===== config.mk =====
export PLATFORM = sky130hd
export DESIGN_NAME = bprld_blend
export DESIGN_NICKNAME = d
export VERILOG_FILES = /design/src/hw/rtl/bprld_pkg.sv /design/src/hw/rtl/bprld_blend.sv
export SDC_FILE = /design/constraint.sdc
export NUM_CORES = 1
export LEC_CHECK = 0
export ABC_CLOCK_PERIOD_IN_PS = 26800
export BUFFER_PORTS_ARGS = -buffer_cell sky130_fd_sc_hd__clkbuf_2
export CAP_MARGIN = 10
export CORE_ASPECT_RATIO = 1.4
export CORE_MARGIN = 3
export CORE_UTILIZATION = 50
export CTS_CLUSTER_DIAMETER = 50
export CTS_CLUSTER_SIZE = 10
export DETAILED_ROUTE_END_ITERATION = 10
export GPL_ROUTABILITY_DRIVEN = 1
export PLACE_DENSITY_LB_ADDON = 0.1
export RECOVER_POWER = 100
export SYNTH_ARGS = -nofsm -noshare
export SYNTH_HDL_FRONTEND = slang
export SYNTH_SLANG_ARGS = --single-unit

===== constraint.sdc =====
create_clock -name clk -period 26.8 [get_ports clk]
set_input_delay 8.04 -clock clk [delete_from_list [all_inputs] [get_ports clk]]
set_output_delay 8.04 -clock clk [all_outputs]
set_load 0.05 [all_outputs]

===== src/hw/rtl/bprld_pkg.sv =====
// ----------------------------------------------------------------------------
// bprld_pkg
// Shared types and constants for the blended pixel/rect/line drawer.
// ----------------------------------------------------------------------------
package bprld_pkg;

    localparam logic [2:0] MODE_CLEAR = 3'd0;
    localparam logic [2:0] MODE_PIXEL = 3'd1;
    localparam logic [2:0] MODE_RECT  = 3'd2;
    localparam logic [2:0] MODE_LINE  = 3'd3;
    localparam logic [2:0] MODE_READ  = 3'd4;

    localparam int          COUNT_W   = 17;
    localparam logic [16:0] COUNT_MAX = 17'h1FFFF;

    // Blend request to the shared blend unit.
    typedef struct packed {
        logic [7:0] old_val;
        logic [7:0] col;
        logic [7:0] alpha;
    } blend_req_t;

endpackage


===== src/hw/rtl/bprld_blend.sv =====
// ----------------------------------------------------------------------------
// bprld_blend
// One channel blend, floor((old*(255-a)+c*a)/255); one stage of registers.
// ----------------------------------------------------------------------------
module bprld_blend (
    input  logic                   clk,
    input  bprld_pkg::blend_req_t  req,
    output logic [7:0]             result
);

    logic [16:0] sum_reg;
    logic [16:0] sum_next;
    logic [25:0] prod;
    logic [7:0]  quot;
    logic [16:0] rem;

    assign sum_next = 17'({9'd0, req.old_val} * {9'd0, 8'(8'd255 - req.alpha)})
                    + 17'({9'd0, req.col} * {9'd0, req.alpha});

    always_ff @(posedge clk)
    begin
        sum_reg <= sum_next;
    end

    // Divide by 255 via reciprocal 257/65536 with one correction step.
    assign prod = 26'(sum_reg) * 26'd257;
    assign rem  = sum_reg - 17'({9'd0, prod[23:16]} * 17'd255);
    assign quot = (rem >= 17'd255) ? (prod[23:16] + 8'd1) : prod[23:16];
    assign result = quot;

endmodule


==> flow_metrics.tcl <==
set metrics [dict create \
    crit_arrival_ps 8670 \
    placed_cell_area_um2 8080 \
    cts_setup_buffers 0 \
    drt_iter0_markers 200 \
    start_util_pct 51.3 \
    globalplace.congestion 0.873 \
    die_area_um2 17000 \
    min_path_cells 2 \
    clkTransAtPathRegs_ps 50 \
    yosysSeqAreaShare_pct 4.41 \
    crit_buf_inv 5 \
    dieHeight_um 153 \
    cts_root_buffer "clkbuf_16" \
    yosys_warnings 0 \
    wl_per_cell_um 15.2 \
    hpwlAfterDp_mm 14.7 \
    setup_viol 0 \
    hold_violations 0 \
    path_class "register to output pin" \
    grt_pass1_vias 6036 \
    crit_cells 29 \
    clock.fmax_ghz 0.0599 \
    wl_mm 16.3 \
    max_slew.worst_pin.slew_ps 852 \
    num_antenna_cells 0 \
    antenna_found_initial 0 \
    route.detailed.drc 0 \
    cts_resized 0 \
    final_cell_mix "inv_1, ha_1, fa_1" \
    design_area_um2 8130 \
    grt_usage_pct 19.8 \
    drive_above_1_share_pct 5.21 \
    cts_max_path_buffers 2 \
    cts_hold_buf 0 \
    max_stage_delay_ps 620 \
    synth.cell_area_um2 7720 \
    cts_tree "done" \
    finalCoreUtilization_pct 54.0 \
    rsz0062_at_grt "no" \
    area_growth_pct 5.30 \
    viasPerCell 5.12 \
    coreArea_um2 15100 \
    pin_count 33 \
    hp-class "input pin to register" \
    critPathRequiredTime_ps 18760 \
    timing.final.crit_share_pct 62.3 \
    final_max_slew_viol_count 0 \
    layout_commonest_cell "inv_1" \
    largest_reg_flops 17 \
    synth_cell_type_count 58 \
    rows 53 \
    whs_endpoint "sum_reg[0]" \
    hold_start "req[8]" \
    layout_min_cycle_time_ps 16710 \
    grt_pass1_wl_mm 27.9 \
    overflow 0 \
    avgSynthCellArea_um2 9.00 \
    status "completed" \
    tns_ps 0 \
    nets 1178 \
    crit_fanout 9 \
    path_delay_family "adder cells" \
    cp-end-kind "output pin" \
    ant_nets 0 \
    die_width_um 111 \
    synth_top_flop_cell "dfxtp_1" \
    vias 5508 \
    grt_max_degree 17 \
    start_kind "register" \
    synth_edf_count 0 \
    synth-seq-cells 17 \
    drt_first_pass_iters 4 \
    ctsHtreeMaxLevel 1 \
    async_reset_ff_share_pct 0 \
    synthesis.nets 1152 \
    slew_headroom_pct 42.7 \
    cts_made_buffers 3 \
    synthCells 858 \
    slowest_stage "fa_1" \
    max_cap_viol_count 0 \
    cts_sinks 17 \
    port_buffers 32 \
]
[worst max-delay path by stage]
stage,start,to,slack [ps]
after global placement,sum_reg[12],result[6],10840
after floorplan,sum_reg[13],result[0],11040
final,sum_reg[12],result[4],10090
after CTS,sum_reg[12],result[4],10280
after detailed placement,sum_reg[12],result[4],10600
after global routing,sum_reg[12],result[4],9660
[final cells by class]
type | instances | area [um2]
Fill cell | 1407 | 6920
Clock buffer | 3 | 75.1
Inverter | 228 | 856
Multi-Input combinational cell | 602 | 6470
Sequential cell | 17 | 340
Clock inverter | 1 | 5.00
Tap cell | 192 | 240
Timing Repair Buffer | 32 | 149
[per-layer routing]
layer | wire length, um | GRT usage [%] | vias up
li1 | - | - | 2678
met4 | 440 | 6.09 | 0
met2 | 9190 | 39.6 | 94
met1 | 6420 | 22.3 | 2707
met5 | 0 | 0 | -
met3 | 259 | 0.752 | 29
[per-stage QoR]
stage | hold WS (ps) | std cells | setup slack, ps
2_1_floorplan | 8180 | 858 | 11040
3_3_place_gp | 8460 | 1071 | 10840
3_5_place_dp | 8460 | 1071 | 10600
4_1_cts | 8200 | 1075 | 10280
5_1_grt | 8200 | 1075 | 9660
6_report | 8200 | 1075 | 10090
[synthesized netlist by cell type, types with 5 or more instances]
library cell	instances	share of area, %
inv_1	227	11
ha_1	135	22
fa_1	134	35
and2_1	41	3.3
nand2_1	39	1.9
nand2b_1	36	2.9
xnor2_1	33	3.7
nor2b_1	29	2.3
nor2_1	25	1.2
dfxtp_1	17	4.4
a21oi_1	16	1.0
nand3_1	12	0.78
o21ai_0	12	0.78
clkbuf_1	9	0.44
a21o_1	8	0.78
nor3_1	8	0.52
xor2_1	8	0.91
nand4_1	6	0.49
or2_2	5	0.41
[cells by family after synthesis]
logic type | share of synthesized area (%)
and+or+nand+nor | 15.1
adders and majority gates | 56.6
buffers and inverters | 11.6
other | 0.0486
DFF | 4.41
xor gates and xnor gates | 4.65
AOI/OAI and AO/OA | 7.15
muxes | 0.421
Power is left out: the tool's default activity adds up to more than one toggle a clock period on the data nets, which glitch-free logic cannot reach.
