### config.mk
export PLATFORM = sky130hd
export DESIGN_NAME = bprld_div
export DESIGN_NICKNAME = d
export VERILOG_FILES = /design/src/hw/rtl/bprld_div.sv
export SDC_FILE = /design/constraint.sdc
export NUM_CORES = 1
export LEC_CHECK = 0
export BUFFER_PORTS_ARGS = -buffer_cell sky130_fd_sc_hd__buf_2
export CAP_MARGIN = 15
export CORE_UTILIZATION = 35
export DETAILED_ROUTE_END_ITERATION = 12
export PLACE_DENSITY = 0.65
export SLEW_MARGIN = 15
export SYNTH_ARGS = -nofsm -noshare
export SYNTH_HDL_FRONTEND = slang
export SYNTH_SLANG_ARGS = --single-unit
### constraint.sdc
create_clock -name clk -period 3.1 [get_ports clk]
set_input_delay 0.31 -clock clk [delete_from_list [all_inputs] [get_ports clk]]
set_output_delay 0.31 -clock clk [all_outputs]
set_load 0.1 [all_outputs]
### src/hw/rtl/bprld_div.sv
// ----------------------------------------------------------------------------
// bprld_div
// Signed restoring divider, one quotient bit per cycle, truncating toward zero.
// ----------------------------------------------------------------------------
module bprld_div (
    input  logic               clk,
    input  logic               rst_n,
    input  logic               start,
    input  logic signed [23:0] num,
    input  logic signed [12:0] den,
    output logic               done,
    output logic signed [23:0] quot
);

    logic [23:0] q_reg;
    logic [23:0] q_next;
    logic [12:0] r_reg;
    logic [12:0] r_next;
    logic [12:0] d_reg;
    logic        neg_reg;
    logic [4:0]  cnt_reg;
    logic        busy_reg;
    logic [13:0] trial;

    assign trial = {r_reg, q_reg[23]} - {1'b0, d_reg};

    always_comb
    begin
        if (!trial[13])
        begin
            r_next = trial[12:0];
            q_next = {q_reg[22:0], 1'b1};
        end
        else
        begin
            r_next = {r_reg[11:0], q_reg[23]};
            q_next = {q_reg[22:0], 1'b0};
        end
    end

    always_ff @(posedge clk or negedge rst_n)
    begin
        if (!rst_n)
        begin
            busy_reg <= 1'b0;
            done     <= 1'b0;
            cnt_reg  <= '0;
        end
        else
        begin
            done <= 1'b0;
            if (start)
            begin
                busy_reg <= 1'b1;
                cnt_reg  <= 5'd0;
            end
            else if (busy_reg)
            begin
                cnt_reg <= cnt_reg + 5'd1;
                if (cnt_reg == 5'd23)
                begin
                    busy_reg <= 1'b0;
                    done     <= 1'b1;
                end
            end
        end
    end

    always_ff @(posedge clk)
    begin
        if (start)
        begin
            q_reg   <= num[23] ? 24'(-num) : num;
            r_reg   <= '0;
            d_reg   <= den[12] ? 13'(-den) : den;
            neg_reg <= num[23] ^ den[12];
        end
        else if (busy_reg)
        begin
            q_reg <= q_next;
            r_reg <= r_next;
        end
    end

    assign quot = neg_reg ? 24'(-q_reg) : q_reg;

endmodule

==> metrics.yaml, run 1 <==
status:
  status: "finished with violations"
  failed_checks: "negative setup slack"
synthesis:
  synth_edf_count: 38
  synth_area_mm2: 0.00412
  async_reset_ff_share_pct: 12.1
  ys_seq_elements: 58
  synth_area_per_cell_um2: 9.39
  synth_top_area_share_pct: 27.7
  yosysTopAreaCell: "edfxtp_1"
  synth_seq_area_share_pct: 38.3
  synthDistinctLibCells: 52
  syn_nets: 497
  netlist_instances: 439
  synthTopCellsByArea: "edfxtp_1, xnor2_1, dfxtp_1"
  synth_warnings: 0
  dominantRegCellSynth: "edfxtp_1"
route:
  vias_per_cell: 5.26
  routedWlPerCell_um: 13.6
  dr.pass1.iters: 6
  drtAntennaViolNets: 0
  vias: 3439
  drc: 0
  dr.first_iter.drc_count: 157
  routed_wl_mm: 8.89
power:
  p_int_mw: 2.42
  switchingPower_mw: 1.67
  swShare_pct: 40.7
  power_frac_seq_pct: 26.5
  p_leak_nw: 2.13
  peakVddDrop_mv: 0.737
  p_comb_share_pct: 45.9
  clock_power_share_pct: 27.6
  report.power.total_mw: 4.09
  powerDensity_mw_per_mm2: 777
placement:
  finalWeightedCongestion: 0.809
  dpl.hpwl_mm: 6.67
  place_ws_ns: 0.114
  io_buffers: 64
cts:
  cts_tree: "yes"
  cts_buffer_depth: 2
  cts-buffers-inserted: 9
  clk_latency_ns: 0.33
  clkTransAtPathRegs_ns: 0.05
  cts_root_buf: "clkbuf_16"
  clock-sinks: 58
  h-tree-depth: 3
critical_path:
  crit_chain: "or4_4 -> or4_4 -> or4_4 -> o31ai_2 -> xnor2_2 -> buf_12"
  crit_family: "simple AND/OR/NAND/NOR gates"
  crit_slowest_cell: "or4_4"
  cp_max_fo: 4
  crit_top_cell: "or4_4"
  crit_buf_inv: 1
  required_ns: 2.79
  crit_arrival_ns: 2.95
  cpPeakStageDelay_ns: 0.57
  critPathKind: "reg2out"
  endpoint_kind: "primary output"
  start_kind: "flip-flop"
global_routing:
  grt_max_degree: 63
  grt_use_total_pct: 14.7
  grt_pass1_vias: 3243
  met1_usage_pct: 19.5
  antenna_found_initial: 0
  met3_usage_pct: 2.36
  grt_pass1_wl_mm: 14.8
  top_usage_layer: "met2"
  use_met2_pct: 23.7
  overflow: 0
timing:
  slew_headroom_pct: 41.5
  skew_ns: 0.00766
  timing.final.hold_violations: 0
  slew_viol_final: 0
  setup_ws_ns: -0.156
  max_freq_mhz: 307
  fin_crit_sh_pct: 105
  tightest_slew_ns: 0.877
  min_period_ns: 3.26
  rsz0062_at_grt: "true"
  setup_violations: 8
die:
  die_h_um: 111
  die_w_um: 111
  design.die.area_mm2: 0.0122
  io_pins: 65
  initial_utilization_pct: 35.9
  row_count: 39
  coreArea_mm2: 0.0115
layout:
  fin_util_pct: 45.9
  multi_input_area_mm2: 0.00248
  area_growth_pct: 27.7
  fillCellCount: 1080
  fin_nets: 564
  final_common_cell: "buf_2"
  layout-drive-gt1-share_pct: 23.7
  antenna_cells: 0
  largest_register_ffs: 24
  register_area_mm2: 0.00158
  layout_common_cells: "buf_2, nor2_1, edfxtp_1"
hold_path:
  hp-class: "in2reg"
run:
  cap_violations: 0
Yosys cell counts, types with 2 or more instances:
| master | n |
|---|---|
| nor3_1 | 5 |
| dfrtp_1 | 7 |
| a211oi_1 | 11 |
| or3_1 | 12 |
| xnor2_1 | 39 |
| ha_1 | 17 |
| mux2i_1 | 13 |
| mux2_2 | 4 |
| o21ai_0 | 26 |
| edfxtp_1 | 38 |
| nand2b_1 | 5 |
| nor4_1 | 2 |
| nor3b_1 | 3 |
| nor4b_1 | 2 |
| o31ai_2 | 2 |
| nor2b_1 | 4 |
| nor2_1 | 49 |
| and2_1 | 2 |
| buf_1 | 6 |
| inv_1 | 23 |
| o211ai_1 | 2 |
| nand4_1 | 4 |
| or4_4 | 3 |
| xor2_1 | 28 |
| a21o_1 | 2 |
| o41ai_1 | 6 |
| or4_1 | 3 |
| clkbuf_1 | 11 |
| dfxtp_1 | 13 |
| or2_2 | 2 |
| nand3_1 | 4 |
| o31ai_1 | 15 |
| o21a_1 | 4 |
| nand4b_1 | 2 |
| nand2_1 | 22 |
| a21oi_1 | 32 |
metrics by stage:
stage               hold slack (ns)  setup TNS, ns  instance area, um^2  std cells
global placement              0.147              0                 4860        635
global route                  0.203          -1.51                 5260        654
finish                        0.199         -0.922                 5260        654
detailed placement            0.149              0                 4860        635
CTS                           0.189         -0.968                 5240        653
floorplan                    0.0144        -0.0767                 4200        439
cell type report:
cell class | instances | share of cell area (%)
multi-input combinational | 339 | 47.1
sequential | 58 | 30.0
timing repair buffer | 75 | 11.3
clock buffer | 11 | 5.02
tap | 143 | 3.40
inverter | 23 | 1.64
clock inverter | 5 | 1.59
per-layer routing:
layer	up-vias	wire (um)
li1	1726	-
met1	1594	4220
met2	107	4120
met3	12	418
met4	0	121
met5	-	0
worst reg2reg max path: cells and delay by family, from the launching register on:
family,cells,cell delay (ns)
AO/OA/AOI/OAI,2,0.55
adder cells (fa/ha/maj),2,0.64
buffers and inverters,1,0.09
flip-flops,1,0.42
multiplexers,1,0.39
AND/OR/NAND/NOR,4,0.62
what timing repair did:
item / CTS / global route
hold buffers: 1 / 0
setup endpoints to repair: 9 / 9
hold endpoints to repair: 7 / 0
resized for setup: 3 / 4
setup buffers: 1 / 1
gates cloned: 0 / 0
path summary, 6_finish.rpt:
kind                           start    endpoint  slack [ns]  cells past startpoint
min in group asynchronous      rst_n    busy_reg        0.34                      2
setup reg to reg           q_reg[23]   r_reg[10]        0.25                     10
max in group asynchronous      rst_n  cnt_reg[0]        2.60                      2
setup / recovery            q_reg[6]    quot[21]       -0.16                      6
hold / removal                den[0]    d_reg[0]        0.20                      1
hold reg to reg             r_reg[2]    r_reg[2]        0.51                      2
cell families (layout without fill, tap and decap cells):
logic type | Yosys count | count (layout) | share of synthesized area [%]
xor+xnor | 67 | 67 | 14.2
compound gates | 105 | 105 | 16.7
mux | 17 | 17 | 4.25
flops | 58 | 58 | 38.3
simple gates | 132 | 132 | 16.8
buf+inv | 42 | 114 | 4.10
fa+ha+maj | 18 | 18 | 5.65
power by group through the flow:
| stage | logic (mW) | clock network (mW) | registers (mW) |
|---|---|---|---|
| after floorplan | 1.45 | 0 | 1.06 |
| after global placement | 1.84 | 0 | 1.09 |
| after detailed placement | 1.87 | 0 | 1.10 |
| after CTS | 1.88 | 1.15 | 1.08 |
| after global routing | 2.00 | 1.17 | 1.10 |
| final | 1.88 | 1.13 | 1.08 |
Note: power is estimated with default switching activity, not from simulation.
==> run 2, diff against run 1 <==
--- a/config.mk
+++ b/config.mk
@@ -5,6 +5,7 @@
 export SDC_FILE = /design/constraint.sdc
 export NUM_CORES = 1
 export LEC_CHECK = 0
+export ABC_CLOCK_PERIOD_IN_PS = 3500
 export BUFFER_PORTS_ARGS = -buffer_cell sky130_fd_sc_hd__buf_2
 export CAP_MARGIN = 15
 export CORE_UTILIZATION = 35
==> constraint.sdc (replaced) <==
create_clock -name clk -period 3.5 [get_ports clk]
set_input_delay 0.35 -clock clk [delete_from_list [all_inputs] [get_ports clk]]
set_output_delay 0.35 -clock clk [all_outputs]
set_load 0.1 [all_outputs]
==> run 2 against run 1 <==
Net effect:
- the run now ends clean
- highest routed layer unchanged
- critical path type unchanged
- hold slack better by 0.038 ns
- setup slack gained 0.27 ns
- sequential share of layout area up 2.1 points
- flip-flop and latch count is the same
- critical endpoint is now quot[19]
- design area shrank 6.7%
- critical path depth unchanged
- total power is 19% lower
- utilization decreased by 3.1 points
- combinational power shrank 20%
- first-iteration DRC count rose by 1.3%
==> metrics.yaml, run 2 (same netlist as run 1, synthesis figures left out) <==
cts:
  clk_latency_ns: 0.32
  clock-sinks: 58
  cts_buffer_depth: 2
  cts_tree: "yes"
  clkTransAtPathRegs_ns: 0.05
  cts-buffers-inserted: 9
  h-tree-depth: 3
  cts_root_buf: "clkbuf_16"
timing:
  rsz0062_at_grt: "false"
  timing.final.hold_violations: 0
  fin_crit_sh_pct: 96.7
  slew_headroom_pct: 46.5
  setup_ws_ns: 0.114
  min_period_ns: 3.39
  skew_ns: 0.00537
  slew_viol_final: 0
  setup_violations: 0
  tightest_slew_ns: 0.802
  max_freq_mhz: 295
  final.setup.tns_ns: 0
critical_path:
  cp_max_fo: 4
  start_kind: "flip-flop"
  critPathKind: "reg2out"
  crit_arrival_ns: 3.04
  endpoint_kind: "primary output"
  required_ns: 3.15
placement:
  finalWeightedCongestion: 0.824
  io_buffers: 64
  place_ws_ns: 0.281
  dpl.hpwl_mm: 6.44
die:
  design.die.area_mm2: 0.0122
  die_w_um: 111
  die_h_um: 111
  coreArea_mm2: 0.0115
  row_count: 39
  initial_utilization_pct: 35.9
  io_pins: 65
layout:
  largest_register_ffs: 24
  antenna_cells: 0
  fin_nets: 557
  fin_util_pct: 42.8
  area_growth_pct: 19.2
  final_common_cell: "buf_2"
  layout_common_cells: "buf_2, nor2_1, xnor2_1"
  layout-drive-gt1-share_pct: 19.6
power:
  peakVddDrop_mv: 0.639
  powerDensity_mw_per_mm2: 671
  p_leak_nw: 1.97
route:
  routedWlPerCell_um: 13.4
  dr.first_iter.drc_count: 159
  drc: 0
  routed_wl_mm: 8.68
  vias: 3338
  dr.pass1.iters: 4
  vias_per_cell: 5.16
  drtAntennaViolNets: 0
global_routing:
  grt_max_degree: 50
  grt_use_total_pct: 14.8
  grt_pass1_vias: 3289
  overflow: 0
  antenna_found_initial: 0
  grt_pass1_wl_mm: 15.0
run:
  cap_violations: 0
status:
  status: "finished clean"
hold_path:
  hp-class: "in2reg"
-- run 2: changes by cell type in the layout (fill, tap and decap cells not counted), sizes merged --
cell,before,now
bufinv,2,1
clkbuf,11,13
buf,74,64
clkinvlp,2,1
clkinv,1,4
-- run 2: report_power, final --
group | switching, mW | total [mW] | leakage [nW] | internal, mW
Clock | 0.292 | 0.836 | 0.142 | 0.544
Combinational | 1.02 | 1.50 | 1.25 | 0.480
Sequential | 0.103 | 0.955 | 0.580 | 0.851
-- run 2: final cells by class --
cell class	instances	area, um^2
clock inverters	6	57.6
clock buffers	10	229
repair buffers	68	399
flip-flops and latches	58	1580
fillers	1102	6560
inverters	23	86.3
well taps	143	179
multi-input cells	339	2380
-- run 2: worst max-delay path: stages (launching register included) --
cell and delay (ns):
edfxtp_1 0.44, or4_4 0.56, or4_4 0.53, or4_4 0.49
o41ai_4 0.24, xnor2_1 0.16, buf_4 0.31
-- run 2: worst paths after layout --
check / endpoint / from / depth (start not counted) / slack (ns)
setup reg to reg: r_reg[10] / q_reg[23] / 10 / 0.56
max in group asynchronous: cnt_reg[1] / rst_n / 2 / 2.96
min in group asynchronous: done / rst_n / 2 / 0.38
hold reg to reg: r_reg[2] / r_reg[2] / 2 / 0.50
setup / recovery: quot[19] / q_reg[5] / 6 / 0.11
hold / removal: d_reg[0] / den[0] / 1 / 0.24
-- run 2: what timing repair did --
action / 4_1_cts / 5_1_grt
endpoints found under the hold margin: 7 / 0
gates resized for setup: 2 / 7
buffers inserted: 0 / 0
endpoints found under the setup margin: 2 / 5
cloned: 0 / 0
hold buffers: 1 / 0
-- run 2: routing by layer --
| layer | part of all wire, % | wire, um | track usage, % |
|---|---|---|---|
| met5 | 0 | 0 | 0 |
| met4 | 1.2 | 103 | 5.33 |
| met3 | 3.6 | 312 | 2.52 |
| met2 | 47 | 4080 | 24.9 |
| met1 | 48 | 4180 | 19.0 |
-- run 2: through the flow --
| step | power (mW) | area, um^2 | std cells | hold slack [ns] |
|---|---|---|---|---|
| 6_report | 3.30 | 4910 | 647 | 0.237 |
| 2_1_floorplan | 2.20 | 4130 | 439 | 0.0544 |
| 3_5_place_dp | 2.45 | 4590 | 630 | 0.191 |
| 3_3_place_gp | 2.42 | 4590 | 630 | 0.190 |
| 5_1_grt | 3.46 | 4910 | 647 | 0.245 |
| 4_1_cts | 3.30 | 4900 | 647 | 0.231 |
==> run 3, diff against run 2 <==
--- a/config.mk
+++ b/config.mk
@@ -5,12 +5,14 @@
 export SDC_FILE = /design/constraint.sdc
 export NUM_CORES = 1
 export LEC_CHECK = 0
+export ABC_AREA = 1
 export ABC_CLOCK_PERIOD_IN_PS = 3500
 export BUFFER_PORTS_ARGS = -buffer_cell sky130_fd_sc_hd__buf_2
 export CAP_MARGIN = 15
 export CORE_UTILIZATION = 35
 export DETAILED_ROUTE_END_ITERATION = 12
-export PLACE_DENSITY = 0.65
+export GPL_ROUTABILITY_DRIVEN = 0
+export PLACE_DENSITY = 0.53
 export SLEW_MARGIN = 15
 export SYNTH_ARGS = -nofsm -noshare
 export SYNTH_HDL_FRONTEND = slang
==> run 3 against run 2 <==
Net effect:
- non-clock buffer count fell by 2
- total power up 11%
- via count up 29%
- hold slack lost 0.0092 ns
- combinational power increased by 22%
- critical endpoint is now quot[20]
- cell count rose by 41%
- register-to-register slack better by 0.67 ns
- design area increased by 10%
- routed wire length up 32%
- largest power group unchanged
- clock skew up 0.0012 ns
- die area increased by 12%
- critical path type unchanged
- clock-buffer cell count up 1
==> metrics.yaml, run 3 <==
synthesis:
  synth_top_area_share_pct: 24.6
  synth_area_mm2: 0.00464
  dominantRegCellSynth: "edfxtp_1"
  synth_common_cells: "nand2_1, inv_1, nand3_1"
  async_reset_ff_share_pct: 12.1
  netlist_instances: 672
  synth_warnings: 0
  synthDistinctLibCells: 40
  ys_seq_elements: 58
  yosysMostFrequentCell: "nand2_1"
  synth_seq_area_share_pct: 33.9
  yosysTopAreaCell: "edfxtp_1"
  synthTopCellsByArea: "edfxtp_1, nand2_1, inv_1"
  syn_nets: 730
  synth_area_per_cell_um2: 6.91
  synth_edf_count: 38
run:
  cap_violations: 0
layout:
  layout-drive-gt1-share_pct: 13.7
  largest_register_ffs: 24
  final_area_mm2: 0.00541
  layout_common_cells: "nand2_1, inv_1, nand3_1"
  final_common_cell: "nand2_1"
  area_growth_pct: 16.5
  fin_nets: 791
  antenna_cells: 0
critical_path:
  crit_family: "buffers and inverters"
  reg2reg_from: "d_reg[11]"
  crit_slowest_cell: "buf_2"
  endpoint_kind: "primary output"
  cp_max_fo: 4
  worstSetupStartpoint: "q_reg[0]"
  reg2reg_slack_ns: 1.23
  crit_chain: "inv_1 -> ha_1 -> inv_1 -> nor2_1 -> nand3_1 -> nor3_2 -> inv_1 -> o21ai_2 -> nand2_1 -> xor2_1 -> buf_2"
  crit_top_cell: "inv_1"
  required_ns: 3.15
  start_kind: "flip-flop"
  critPathKind: "reg2out"
  crit_arrival_ns: 2.54
  cpPeakStageDelay_ns: 0.44
  crit_buf_inv: 4
global_routing:
  grt_pass1_wl_mm: 18.7
  grt_max_degree: 44
  grt_use_total_pct: 18.0
  grt_pass1_vias: 3959
  antenna_found_initial: 0
  overflow: 0
route:
  vias: 4290
  dr.pass1.iters: 4
  drc: 0
  vias_per_cell: 4.71
  routedWlPerCell_um: 12.6
  routed_wl_mm: 11.5
  dr.first_iter.drc_count: 215
  drtAntennaViolNets: 0
timing:
  setup_violations: 0
  tightest_slew_ns: 1.14
  timing.final.hold_violations: 0
  min_period_ns: 2.89
  final.setup.tns_ns: 0
  skew_ns: 0.00652
  max_freq_mhz: 347
  slew_headroom_pct: 23.7
  rsz0062_at_grt: "false"
  slew_viol_final: 0
  fin_crit_sh_pct: 82.5
die:
  die_w_um: 117
  row_count: 41
  io_pins: 65
  die_h_um: 117
  design.die.area_mm2: 0.0137
  coreArea_mm2: 0.0128
  initial_utilization_pct: 36.4
cts:
  clk_latency_ns: 0.33
  cts_tree: "yes"
  cts_buffer_depth: 2
  cts_root_buf: "clkbuf_16"
  cts_setup_buffers: 0
  h-tree-depth: 3
  clock-sinks: 58
  cts-buffers-inserted: 9
  clkTransAtPathRegs_ns: 0.05
status:
  status: "finished clean"
power:
  p_leak_nw: 2.77
  peakVddDrop_mv: 0.190
  powerDensity_mw_per_mm2: 678
hold_path:
  worstHoldStart: "den[0]"
  hp-class: "in2reg"
placement:
  place_area_mm2: 0.00510
  dpl.hpwl_mm: 8.91
  io_buffers: 64
==> run 3: cells by family after synthesis <==
family | share of synthesized area, %
AOI/OAI and AO/OA | 7.30
xor gates and xnor gates | 8.86
adders and majority gates | 5.01
buffers and inverters | 11.1
DFF | 33.9
and+or+nand+nor | 33.8
==> run 3: power by group <==
group          leakage, nW  switching, mW  internal, mW
combinational         2.02           1.32         0.508
sequential           0.597          0.113         0.867
clock                0.149          0.299         0.566
==> run 3: timing repair <==
item	CTS	global route
resized for setup	0	0
hold buffers	1	0
endpoints found under the hold margin	7	0
endpoints found under the setup margin	0	0
==> run 3: worst paths after layout <==
kind                                    to  cells past startpoint
min in group asynchronous       cnt_reg[2]                      2
worst min-delay path              d_reg[0]                      1
worst max register to register   r_reg[10]                     12
worst min register to register    r_reg[7]                      2
worst max-delay path              quot[20]                     11
max in group asynchronous       cnt_reg[3]                      2
==> run 3: final cells by class <==
type                            count  area, um^2
Clock buffer                       11         243
Timing Repair Buffer               66         338
Sequential cell                    58        1580
Inverter                          115         432
Multi-Input combinational cell    483        2550
Tap cell                          172         215
Clock inverter                      5        53.8
Fill cell                        1332        7360
==> run 3: per-layer routing <==
metal  vias up  global-route usage (%)  share of wire [%]  routed length [um]
met5         -                       0                  0                   0
met4         0                    6.58                1.5                 178
met3        11                    2.94                3.5                 397
met2        80                    28.9                 45                5200
met1      1932                    24.3                 50                5720
li1       2267                       -                  -                   -
==> run 3: metrics by stage <==
stage                     power, mW  hold WS [ns]  setup slack (ns)  util (%)  cells
final                          3.67         0.228             0.614      42.4    910
after floorplan                2.50        0.0544             0.270         -    672
after global placement         2.80         0.190             0.855      40.0    893
after CTS                      3.70         0.219             0.569      42.4    910
after global routing           3.95         0.221             0.401      42.4    910
after detailed placement       2.81         0.193             0.753      40.0    893
